[config.mk]
export PLATFORM = sky130hd
export DESIGN_NAME = ttb_front
export DESIGN_NICKNAME = d
export VERILOG_FILES = /design/src/rtl/ttb_pkg.sv /design/src/rtl/ttb_front.sv
export VERILOG_INCLUDE_DIRS = /design/src /design/src/rtl
export SDC_FILE = /design/constraint.sdc
export NUM_CORES = 1
export LEC_CHECK = 0
export BUFFER_PORTS_ARGS = -buffer_cell sky130_fd_sc_hd__clkbuf_2
export CORE_UTILIZATION = 51
export DETAILED_ROUTE_END_ITERATION = 6
export PLACE_DENSITY = 0.83
export SLEW_MARGIN = 20
export SYNTH_ARGS = -nofsm -noshare
export SYNTH_HDL_FRONTEND = slang
export SYNTH_SLANG_ARGS = --single-unit
[constraint.sdc]
create_clock -name clk -period 9.25 [get_ports clk]
set_input_delay 1.3875 -clock clk [delete_from_list [all_inputs] [get_ports clk]]
set_output_delay 1.3875 -clock clk [all_outputs]
set_load 0.005 [all_outputs]
[src/rtl/triangle_tangent_basis_defines.svh]
// Assertion macros shared by the tangent-basis RTL.
// Needs clk and rst_n in the scope of each use; empty under SYNTHESIS.
`ifndef TRIANGLE_TANGENT_BASIS_DEFINES_SVH
`define TRIANGLE_TANGENT_BASIS_DEFINES_SVH
`ifndef SYNTHESIS
`define TTB_ASSERT_IMPL(label, ante, cons) \
  label: assert property (@(posedge clk) disable iff (!rst_n) (ante) |-> (cons)) \
    else $error("ttb assertion failed");
`define TTB_ASSERT_NEXT(label, ante, cons) \
  label: assert property (@(posedge clk) disable iff (!rst_n) (ante) |=> (cons)) \
    else $error("ttb assertion failed");
`else
`define TTB_ASSERT_IMPL(label, ante, cons)
`define TTB_ASSERT_NEXT(label, ante, cons)
`endif
`endif

[src/rtl/ttb_pkg.sv]
// Types, widths and constants of the tangent-basis block.
// No dependencies; used by every RTL module.
`timescale 1ns / 1ps
package ttb_pkg;
  localparam int COMP_W    = 21;
  localparam int UV_W      = 17;
  localparam int UNIT_FRAC = 18;
  localparam int THR_W     = 31;
  localparam logic [THR_W-1:0] THR_RESET = 31'd1074;

  localparam int EDGE_W  = COMP_W + 1;
  localparam int DUV_W   = UV_W + 1;
  localparam int NIN_W   = 41;
  localparam int NOUT_W  = UNIT_FRAC + 2;
  localparam int NA_W    = 24;
  localparam int SUM_W   = 2 * NA_W + 2;
  localparam int ROOT_W  = NA_W + 1;
  localparam int DIVQ_W  = UNIT_FRAC + 1;
  localparam int NUM_W   = NA_W + UNIT_FRAC + 2;
  localparam int POS_W   = 6;
  localparam int UNIT_ONE = 1 << UNIT_FRAC;

  localparam int Q_DEPTH = 4;
  localparam int QPTR_W  = 2;
  localparam int QCNT_W  = 3;

  localparam int CFG_ADDR_W = 3;
  localparam logic REG_THRESHOLD = 1'b0;

  typedef struct packed {
    logic [3*COMP_W-1:0] corner_pos;
    logic [3*COMP_W-1:0] next_pos;
    logic [3*COMP_W-1:0] third_pos;
    logic [2*UV_W-1:0]   corner_uv;
    logic [2*UV_W-1:0]   next_uv;
    logic [2*UV_W-1:0]   third_uv;
    logic [3*COMP_W-1:0] corner_normal;
  } ttb_in_t;

  typedef struct packed {
    logic [3*COMP_W-1:0] tangent_out;
    logic [3*COMP_W-1:0] binormal_out;
    logic                degenerate_flag;
  } ttb_out_t;

  typedef struct packed {
    logic [2:0][EDGE_W-1:0] edge1;
    logic [2:0][EDGE_W-1:0] edge2;
    logic [1:0][DUV_W-1:0]  duv1;
    logic [1:0][DUV_W-1:0]  duv2;
    logic [3*COMP_W-1:0]    normal;
  } ttb_work_t;

  typedef logic [2:0][NIN_W-1:0]  ttb_nvec_t;
  typedef logic [2:0][NOUT_W-1:0] ttb_uvec_t;

  typedef struct packed {
    logic [3*COMP_W-1:0] normal;
    logic                degen;
  } ttb_side_t;

  typedef struct packed {
    logic                 valid;
    ttb_side_t            side;
    logic [2:0]           neg;
    logic                 zero;
    logic [2:0][NA_W-1:0] a;
  } ttb_nctx_t;
endpackage

[src/rtl/ttb_front.sv]
// Front end: takes corner transactions, forms edges and UV deltas, queues them.
// Depends on ttb_pkg and triangle_tangent_basis_defines.svh.
`timescale 1ns / 1ps
`include "triangle_tangent_basis_defines.svh"
module ttb_front (
  input  logic               clk,
  input  logic               rst_n,
  input  logic               push,
  output logic               full,
  input  ttb_pkg::ttb_in_t   in_data,
  input  logic               take,
  output logic               q_valid,
  output ttb_pkg::ttb_work_t q_data
);
  localparam logic [ttb_pkg::QCNT_W-1:0] DEPTH = ttb_pkg::QCNT_W'(ttb_pkg::Q_DEPTH);

  ttb_pkg::ttb_work_t               work;
  ttb_pkg::ttb_work_t               mem_r [ttb_pkg::Q_DEPTH];
  logic [ttb_pkg::QPTR_W-1:0]       wr_ptr_r, rd_ptr_r;
  logic [ttb_pkg::QCNT_W-1:0]       cnt_r;
  logic                             acc, deq;

  always_comb begin
    logic signed [ttb_pkg::COMP_W-1:0] c, n, t;
    logic [ttb_pkg::UV_W-1:0] cu, cv, nu, nv, tu, tv;
    for (int i = 0; i < 3; i++) begin
      c = $signed(in_data.corner_pos[i*ttb_pkg::COMP_W +: ttb_pkg::COMP_W]);
      n = $signed(in_data.next_pos[i*ttb_pkg::COMP_W +: ttb_pkg::COMP_W]);
      t = $signed(in_data.third_pos[i*ttb_pkg::COMP_W +: ttb_pkg::COMP_W]);
      work.edge1[i] = ttb_pkg::EDGE_W'(n) - ttb_pkg::EDGE_W'(c);
      work.edge2[i] = ttb_pkg::EDGE_W'(t) - ttb_pkg::EDGE_W'(c);
    end
    cu = in_data.corner_uv[ttb_pkg::UV_W-1:0];
    cv = in_data.corner_uv[2*ttb_pkg::UV_W-1:ttb_pkg::UV_W];
    nu = in_data.next_uv[ttb_pkg::UV_W-1:0];
    nv = in_data.next_uv[2*ttb_pkg::UV_W-1:ttb_pkg::UV_W];
    tu = in_data.third_uv[ttb_pkg::UV_W-1:0];
    tv = in_data.third_uv[2*ttb_pkg::UV_W-1:ttb_pkg::UV_W];
    work.duv1[0] = ttb_pkg::DUV_W'(nu) - ttb_pkg::DUV_W'(cu);
    work.duv1[1] = ttb_pkg::DUV_W'(nv) - ttb_pkg::DUV_W'(cv);
    work.duv2[0] = ttb_pkg::DUV_W'(tu) - ttb_pkg::DUV_W'(cu);
    work.duv2[1] = ttb_pkg::DUV_W'(tv) - ttb_pkg::DUV_W'(cv);
    work.normal  = in_data.corner_normal;
  end

  assign full    = (cnt_r == DEPTH);
  assign q_valid = (cnt_r != '0);
  assign acc     = push && !full;
  assign deq     = take && q_valid;
  assign q_data  = mem_r[rd_ptr_r];

  always_ff @(posedge clk) begin
    if (acc) begin
      mem_r[wr_ptr_r] <= work;
    end
  end

  always_ff @(posedge clk) begin
    if (!rst_n) begin
      wr_ptr_r <= '0;
      rd_ptr_r <= '0;
      cnt_r    <= '0;
    end else begin
      if (acc) wr_ptr_r <= wr_ptr_r + 1'b1;
      if (deq) rd_ptr_r <= rd_ptr_r + 1'b1;
      if (acc && !deq) cnt_r <= cnt_r + 1'b1;
      else if (deq && !acc) cnt_r <= cnt_r - 1'b1;
    end
  end

  `TTB_ASSERT_NEXT(a_cnt_up, acc && !deq, cnt_r == $past(cnt_r) + 1'b1)
  `TTB_ASSERT_NEXT(a_cnt_dn, deq && !acc, cnt_r == $past(cnt_r) - 1'b1)
  `TTB_ASSERT_IMPL(a_cnt_max, 1'b1, cnt_r <= DEPTH)
endmodule

==> summary.txt, run 1 <==
Cells and area
  – Area Overhead vs Synth: 16.9%
  – Final instance area: 0.0562 sq mm
  – Layout cell share with drive strength beyond 1: 30.6%
  – Most common cell after layout, fill and taps aside: edfxtp_1
  – Fin cells: 4,782
  – Final net count: 4,004
  – Fillers: 6,759
  – Commonest non-fill, non-tap cells in the layout: edfxtp_1, clkbuf_2, mux4_2

STA
  – Final setup viols: 0
  – RSZ-0062 raised after global routing: no
  – Final worst-path cycle share: 54.6%
  – Max frequency: 198 MHz
  – Clock skew after layout: 0.0212 ns
  – Max-slew violation total from the final report: 0
  – Final min period: 5.05 ns
  – Worst slew pin tran: 1.05 ns
  – Setup_tns: 0 ns
  – Final Hold Violating Endpoints: 0
  – Rel. slew slack: 30.0%

Global route
  – Total grt overflow: 0
  – Overall Global Routing Usage: 24.1%
  – Initial antenna violation count: 16
  – Largest net degree at the start of global routing: 129
  – First-pass GRT wire length: 172,000 um
  – Number of global-route vias before repair: 28,400

Run
  – Max_cap viols: 0

Clock tree
  – Setup Buffers After CTS: 0
  – Worst-path clk slew: 0.07 ns
  – CTS tree: yes
  – Clock Path Buffers: 3
  – # resized after CTS: 0
  – H-tree depth: 3
  – Worst skew pair latency: 0.69 ns
  – Clk root buf: clkbuf_16
  – Clk sinks: 1,077
  – Clock buffer count from CTS: 104
  – Post-CTS Hold Buffers: 0

Worst setup path
  – RR Startpoint: cnt_r[0]
  – Critical path launch point type: register
  – Crit end category: output pin
  – Critical Path RT: 7.86 ns
  – Worst endpoint data arrival time: 3.67 ns
  – Reg2Reg Setup Slack: 6.04 ns
  – Max Fanout on Critical Path: 87
  – Critical Setup Path Class: reg2out
  – FF-to-FF path depth: 4
  – Worst reg2reg path endpoint: mem_r[3][123]

Die
  – Chip height: 309 um
  – Row count: 112
  – Core Region: 0.0933 sq mm
  – Die Area: 0.0955 sq mm
  – Num ports: 627
  – Die Width: 309 um
  – Starting Density: 51.5%

Synthesis
  – FF+latch count, synth: 1,077
  – Syn_nets: 3,328
  – Post-Syn Area: 0.0481 sq mm
  – Area leader, netlist: edfxtp_1
  – Syn Inst Count: 2,760
  – Combinational family with the most area after synthesis: multiplexers
  – Distinct cell type count after synthesis: 68
  – Mux share of post-synthesis cell area: 12.7%
  – Post-synth EDFFs: 1,068
  – Seq/Total Area, Yosys: 67.1%
  – Top cells by area, synth: edfxtp_1, mux4_2, ha_1
  – Predominant post-synthesis flop cell: edfxtp_1
  – Top cell type's share of synthesized area: 66.7%
  – Synth async-reset ratio: 0%
  – Compound-gate portion of the synthesized area: 6.20%
  – Xor/xnor share of the synthesized area: 2.92%
  – Area share of fa/ha/maj cells after synthesis: 5.64%
  – Mean Syn Cell Area: 17.4 sq um
  – Post-synthesis simple-gate area fraction: 3.54%
  – Yosys warning total: 0

Pwr
  – Peak VDD IR: 203 uV
  – Pwr per Cell Area: 259 mW/mm^2
  – Leakage power: 20.5 nW
  – Total power: 0.0145 W

Drt
  – Antenna viol nets, final: 0
  – DR pass1 iterations: 7
  – Via count of the routed design: 28,100
  – Vias per cell: 5.88
  – Routed WL per cell: 24.4 um
  – DRT iter0 DRCs: 2,578
  – DRC: 0
  – Final wirelength: 117,000 um

Worst hold path
  – Hold_sp: cnt_r[2]
  – HP Class: reg2reg
  – Hold Path Depth: 2
  – Hold endpoint: cnt_r[2]

Placement
  – DP Area: 0.0527 sq mm
  – PortBufs: 626
  – Inst Count DP: 4,584
  – Dpl hpwl: 79,100 um
  – GPL Wtd Cong: 0.940

Outcome
  – Status: finished clean
Yosys cell counts (4+ instances only):
| cell | count |
|---|---|
| nor3_1 | 36 |
| nand2_1 | 74 |
| a2111oi_0 | 6 |
| buf_2 | 28 |
| fa_1 | 11 |
| ha_1 | 199 |
| nand3_1 | 35 |
| o21a_1 | 28 |
| o211ai_1 | 9 |
| a21o_1 | 53 |
| and2_1 | 11 |
| and4_1 | 5 |
| a311oi_1 | 5 |
| nand2b_1 | 17 |
| nor2_1 | 92 |
| a221oi_1 | 4 |
| o2111ai_1 | 5 |
| a21oi_1 | 128 |
| o31ai_1 | 12 |
| o21bai_1 | 20 |
| inv_1 | 170 |
| edfxtp_1 | 1068 |
| mux2i_1 | 7 |
| o311ai_0 | 5 |
| o21ai_1 | 4 |
| xor2_1 | 57 |
| o21ai_0 | 70 |
| mux4_2 | 267 |
| o311a_1 | 4 |
| clkbuf_1 | 36 |
| nor2b_1 | 30 |
| or3_1 | 7 |
| xnor2_1 | 103 |
| a21boi_0 | 7 |
| nor4_1 | 4 |
| a211oi_1 | 20 |
| buf_1 | 7 |
| dfxtp_1 | 9 |
| nand4_1 | 13 |
| a31oi_1 | 24 |
| and3_1 | 20 |
cell families (layout without fill, tap and decap cells):
kind of cell / Yosys count / count (layout)
flip-flops: 1077 / 1077
other: 0 / 7
adder cells (fa/ha/maj): 210 / 210
AO/OA/AOI/OAI: 449 / 449
buffers and inverters: 241 / 1002
multiplexers: 274 / 274
AND/OR/NAND/NOR: 349 / 349
XOR/XNOR: 160 / 160
flip-flops by register name, summed over array words and instances, names as in the netlist, named ones only:
signal    flops
mem_r      1068
cnt_r         3
wr_ptr_r      2
rd_ptr_r      2
routing by layer:
layer  routed length, um  vias to the layer above  part of all wire (%)  track usage [%]
li1                    -                    12400                     -                -
met1               44300                    14100                    38             30.1
met2               57300                     1279                    49             39.9
met3               11100                      257                   9.5             7.19
met4                4120                       22                   3.5             8.91
met5                 154                        -                  0.13                0
worst max path at each step:
| stage | from | end | slack [ns] | cells after the start |
|---|---|---|---|---|
| after detailed placement | in_data[207] | mem_r[1][199] | 4.74 | 12 |
| after CTS | register | q_data[173] | 4.02 | 4 |
| final | register | q_data[173] | 4.20 | 4 |
| after global placement | in_data[207] | mem_r[2][199] | 4.74 | 12 |
| after global routing | register | q_data[173] | 3.86 | 4 |
| after floorplan | push | mem_r[2][0] | 0.76 | 3 |
critical path, stage by stage, from the launching register on:
cell and delay (ns):
dfxtp_4 0.77, buf_12 0.59, buf_4 0.65, mux4_2 0.62, clkbuf_2 0.16
report_power, final:
part           switching [W]  internal (W)  total, W
combinational        0.00213       0.00173   0.00386
clock                0.00183       0.00241   0.00424
sequential          0.000195       0.00622   0.00641
final cells by class:
cell class	count	area (sq um)	share of cell area, %
Clock inverter	62	688	1.23
Tap cell	1254	1570	2.79
Inverter	170	638	1.14
Antenna cell	7	17.5	0.0312
Clock buffer	129	2720	4.84
Timing Repair Buffer	641	3400	6.05
Sequential cell	1077	32300	57.4
Multi-Input combinational cell	1442	14900	26.5
through the flow:
| stage | hold WS, ns | utilization, % | worst slack, ns |
|---|---|---|---|
| 6_report | 0.528 | 60.2 | 4.20 |
| 5_1_grt | 0.587 | 60.2 | 3.86 |
| 4_1_cts | 0.521 | 60.2 | 4.02 |
| 3_5_place_dp | 0.510 | 56.5 | 4.74 |
| 3_3_place_gp | 0.484 | 56.5 | 4.74 |
| 2_1_floorplan | 0.467 | - | 0.756 |
(Power assumes the default switching activity.)
==> run 2, diff against run 1 <==
- ABC_AREA: not set -> 1
- PLACE_DENSITY: 0.83 -> 0.85
- clock period: 9.25 -> 4.2 ns (I/O delays scaled with it)
==> run 2 against run 1 <==
Net effect:
- the flow now finishes with violations (design-rule violations)
- sequential share of layout area fell by 4.2 points
- final cell count rose by 51%
- first-iteration DRC count rose by 48%
- critical endpoint is now q_data[45]
- utilization barely moved
- synthesized cell count rose by 86%
- worst setup slack got worse by 3.8 ns
- combinational power rose by 130%
- hold slack got worse by 0.39 ns
- clock power rose by 130%
- non-clock buffer count rose by 42
==> summary.txt, run 2 <==
Clock tree
  – Clock Path Buffers: 3 (unchanged)
  – Clk root buf: clkbuf_16
  – Post-CTS Hold Buffers: 0 (unchanged)
  – Setup Buffers After CTS: 0 (unchanged)
  – Clk sinks: 1,077 (unchanged)
  – CTS tree: yes
  – Worst-path clk slew: 0.06 ns (about the same)
  – Clock buffer count from CTS: 105 (+0.96%)
  – # resized after CTS: 0 (unchanged)
  – Worst skew pair latency: 0.70 ns (about the same)
  – H-tree depth: 3 (unchanged)

STA
  – Max frequency: 264 MHz
  – Final worst-path cycle share: 90.2%
  – Rel. slew slack: 31.7% (+1.7 points)
  – Final Hold Violating Endpoints: 0 (unchanged)
  – RSZ-0062 raised after global routing: no
  – Worst slew pin tran: 1.02 ns (-0.0262 ns)
  – Hold_ws: 0.138 ns (-0.390 ns)
  – Final min period: 3.79 ns
  – Max-slew violation total from the final report: 0 (unchanged)
  – Final setup viols: 0 (unchanged)
  – Clock skew after layout: 0.0272 ns (+0.00606 ns)

Placement
  – DP Area: 0.0569 sq mm (+8.0%)
  – Inst Count DP: 7,004 (+53%)
  – GPL Wtd Cong: 1.00 (+6.4%)
  – PortBufs: 626 (unchanged)
  – Dpl hpwl: 102,000 um (+29%)

Pwr
  – Peak VDD IR: 554 uV (+170%)
  – Leakage power: 25.4 nW (+24%)
  – Sequential Power Share: 42.9% (-1.3 points)
  – Clock network power share: 30.0% (+0.8 points)
  – Total power: 0.0323 W (+120%)
  – Pwr per Cell Area: 534 mW/mm^2 (+110%)
  – Combinational fraction of design power: 27.1% (+0.5 points)
  – Sw Ratio: 32.6% (+4.0 points)
  – Internal Power: 0.0218 W (+110%)
  – P_sw: 0.0105 W (+150%)

Synthesis
  – Top cell type's share of synthesized area: 61.5% (-5.2 points)
  – Mean Syn Cell Area: 10.1 sq um (-42%)
  – Post-Syn Area: 0.0521 sq mm (+8.4%)
  – Syn Inst Count: 5,141 (+86%)
  – Area share of fa/ha/maj cells after synthesis: 5.20% (-0.44 points)
  – Syn_nets: 5,709 (+72%)
  – Combinational family with the most area after synthesis: simple AND/OR/NAND/NOR gates
  – Xor/xnor share of the synthesized area: 1.68% (-1.2 points)
  – Post-synth EDFFs: 1,068 (unchanged)
  – Yosys warning total: 0 (unchanged)
  – Predominant post-synthesis flop cell: edfxtp_1
  – Synth async-reset ratio: 0% (unchanged)
  – Mux share of post-synthesis cell area: 0% (-13 points)
  – FF+latch count, synth: 1,077 (unchanged)
  – Top cells by area, synth: edfxtp_1, nand2_1, o21ai_0
  – Area leader, netlist: edfxtp_1
  – Post-synth top cells: edfxtp_1, nand2_1, nor2_1, o21ai_0, inv_1
  – Distinct cell type count after synthesis: 29 (-57%)
  – Compound-gate portion of the synthesized area: 10.5% (+4.3 points)
  – Most common cell in the synthesized netlist: edfxtp_1
  – Post-synthesis simple-gate area fraction: 15.3% (+12 points)
  – Seq/Total Area, Yosys: 61.9% (-5.2 points)

Worst setup path
  – Critical Setup Path Class: reg2out
  – CP peak stage delay: 0.68 ns (-0.09 ns)
  – Crit end category: output pin
  – Worst endpoint data arrival time: 3.16 ns (-0.51 ns)
  – Critical Path RT: 3.57 ns (-4.29 ns)
  – Max Fanout on Critical Path: 149 (+71%)
  – RR Startpoint: cnt_r[0]
  – Critical path launch point type: register
  – CP max stage cell: inv_8
  – Worst-path cell chain: inv_8 > buf_4 > o21ai_0 > o22ai_1 > clkbuf_2

Cells and area
  – Commonest non-fill, non-tap cells in the layout: edfxtp_1, nand2_1, nor2_1
  – Final core occ: 60.2% (about the same)
  – Area Overhead vs Synth: 16.3%
  – Final instance area: 0.0606 sq mm (+7.9%)
  – Most common cell after layout, fill and taps aside: edfxtp_1
  – Biggest register: mem_r
  – Layout cell share with drive strength beyond 1: 14.7% (-16 points)
  – Largest register FFs: 1,068 (unchanged)
  – Final net count: 6,322 (+58%)
  – Fin cells: 7,224 (+51%)
  – Biggest regs: mem_r x1068, cnt_r x3

Global route
  – Number of global-route vias before repair: 38,400 (+35%)
  – First-pass GRT wire length: 217,000 um (+26%)
  – Largest net degree at the start of global routing: 184 (+43%)
  – Overall Global Routing Usage: 27.4% (+3.3 points)
  – Total grt overflow: 0 (unchanged)
  – Initial antenna violation count: 25 (+9)

Die
  – Die Width: 322 um (+4.1%)
  – Core Region: 0.101 sq mm (+7.9%)
  – Num ports: 627 (unchanged)
  – Die Area: 0.103 sq mm (+8.4%)
  – Row count: 116 (+3.6%)
  – Starting Density: 51.7% (+0.24 points)
  – Chip height: 322 um (+4.1%)

Outcome
  – Status: finished, violations left
  – Failing checks: design-rule violations

Drt
  – DRC: 2 (+2)
  – DR pass1 iterations: 7 (unchanged)
  – Antenna viol nets, final: 0 (unchanged)
  – Routed WL per cell: 20.3 um (-17%)
  – DRT iter0 DRCs: 3,805 (+48%)
  – Final wirelength: 146,000 um (+25%)
  – Via count of the routed design: 40,500 (+44%)
  – Vias per cell: 5.61 (-4.7%)

Run
  – Max_cap viols: 0 (unchanged)

Worst hold path
  – HP Class: in2reg
  – Hold_sp: in_data[44]
-- run 2: cell count changes in the layout (fill, tap and decap cells not counted), sizes merged, moves of 140 or more --
cell	before	now
nor2	92	734
mux4	267	0
nand2	74	1027
o21ai	74	570
inv	178	555
o22ai	3	267
nand3	35	175
-- run 2: cells by family (layout without fill, tap and decap cells) --
logic type	count (synthesis)	after routing
adders and majority gates	210	210
DFF	1077	1077
AOI/OAI and AO/OA	1016	1016
and+or+nand+nor	2012	2012
xor gates and xnor gates	100	100
other	0	21
buffers and inverters	726	1431
-- run 2: critical path: cells and delay by family (launching register included) --
family / cells / cell delay [ns]
compound gates: 2 / 0.40
buf+inv: 3 / 1.33
flops: 1 / 0.56
-- run 2: metrics by stage --
step	setup TNS [ns]	worst slack (ns)
global placement	0	1.24
floorplan	-943.37	-0.895
finish	0	0.411
detailed placement	0	1.18
global route	0	0.272
CTS	0	0.411
-- run 2: final timing paths --
| check | slack, ns | endpoint | cells after the start |
|---|---|---|---|
| worst min-delay path | 0.14 | mem_r[0][44] | 1 |
| worst max-delay path | 0.41 | q_data[45] | 5 |
| worst max register to register | 1.93 | mem_r[1][211] | 5 |
| worst min register to register | 0.49 | register | 2 |
-- run 2: routing by layer --
metal  vias to the layer above  global-route usage [%]  routed length, um
met1                     19300                    33.4              55000
met5                         -                       0                 60
met4                        10                    13.6               7010
met3                       360                    6.17              13400
met2                      1879                    45.9              70900
li1                      19000                       -                  -
-- run 2: area by class of cell --
class,count,area [sq um]
inverter,549,2080
antenna,21,52.6
clock buffer,131,2770
fill,7972,40100
tap,1357,1700
multi-input combinational,3338,17100
clock inverter,68,833
sequential,1077,32300
timing repair buffer,683,3860
-- run 2: power groups by stage --
stage          combinational (W)  sequential [W]  clock, W
2_1_floorplan            0.00482          0.0141         0
3_3_place_gp             0.00839          0.0140         0
3_5_place_dp             0.00861          0.0141         0
4_1_cts                  0.00867          0.0139   0.00979
5_1_grt                  0.00947          0.0140    0.0102
6_report                 0.00876          0.0139   0.00970
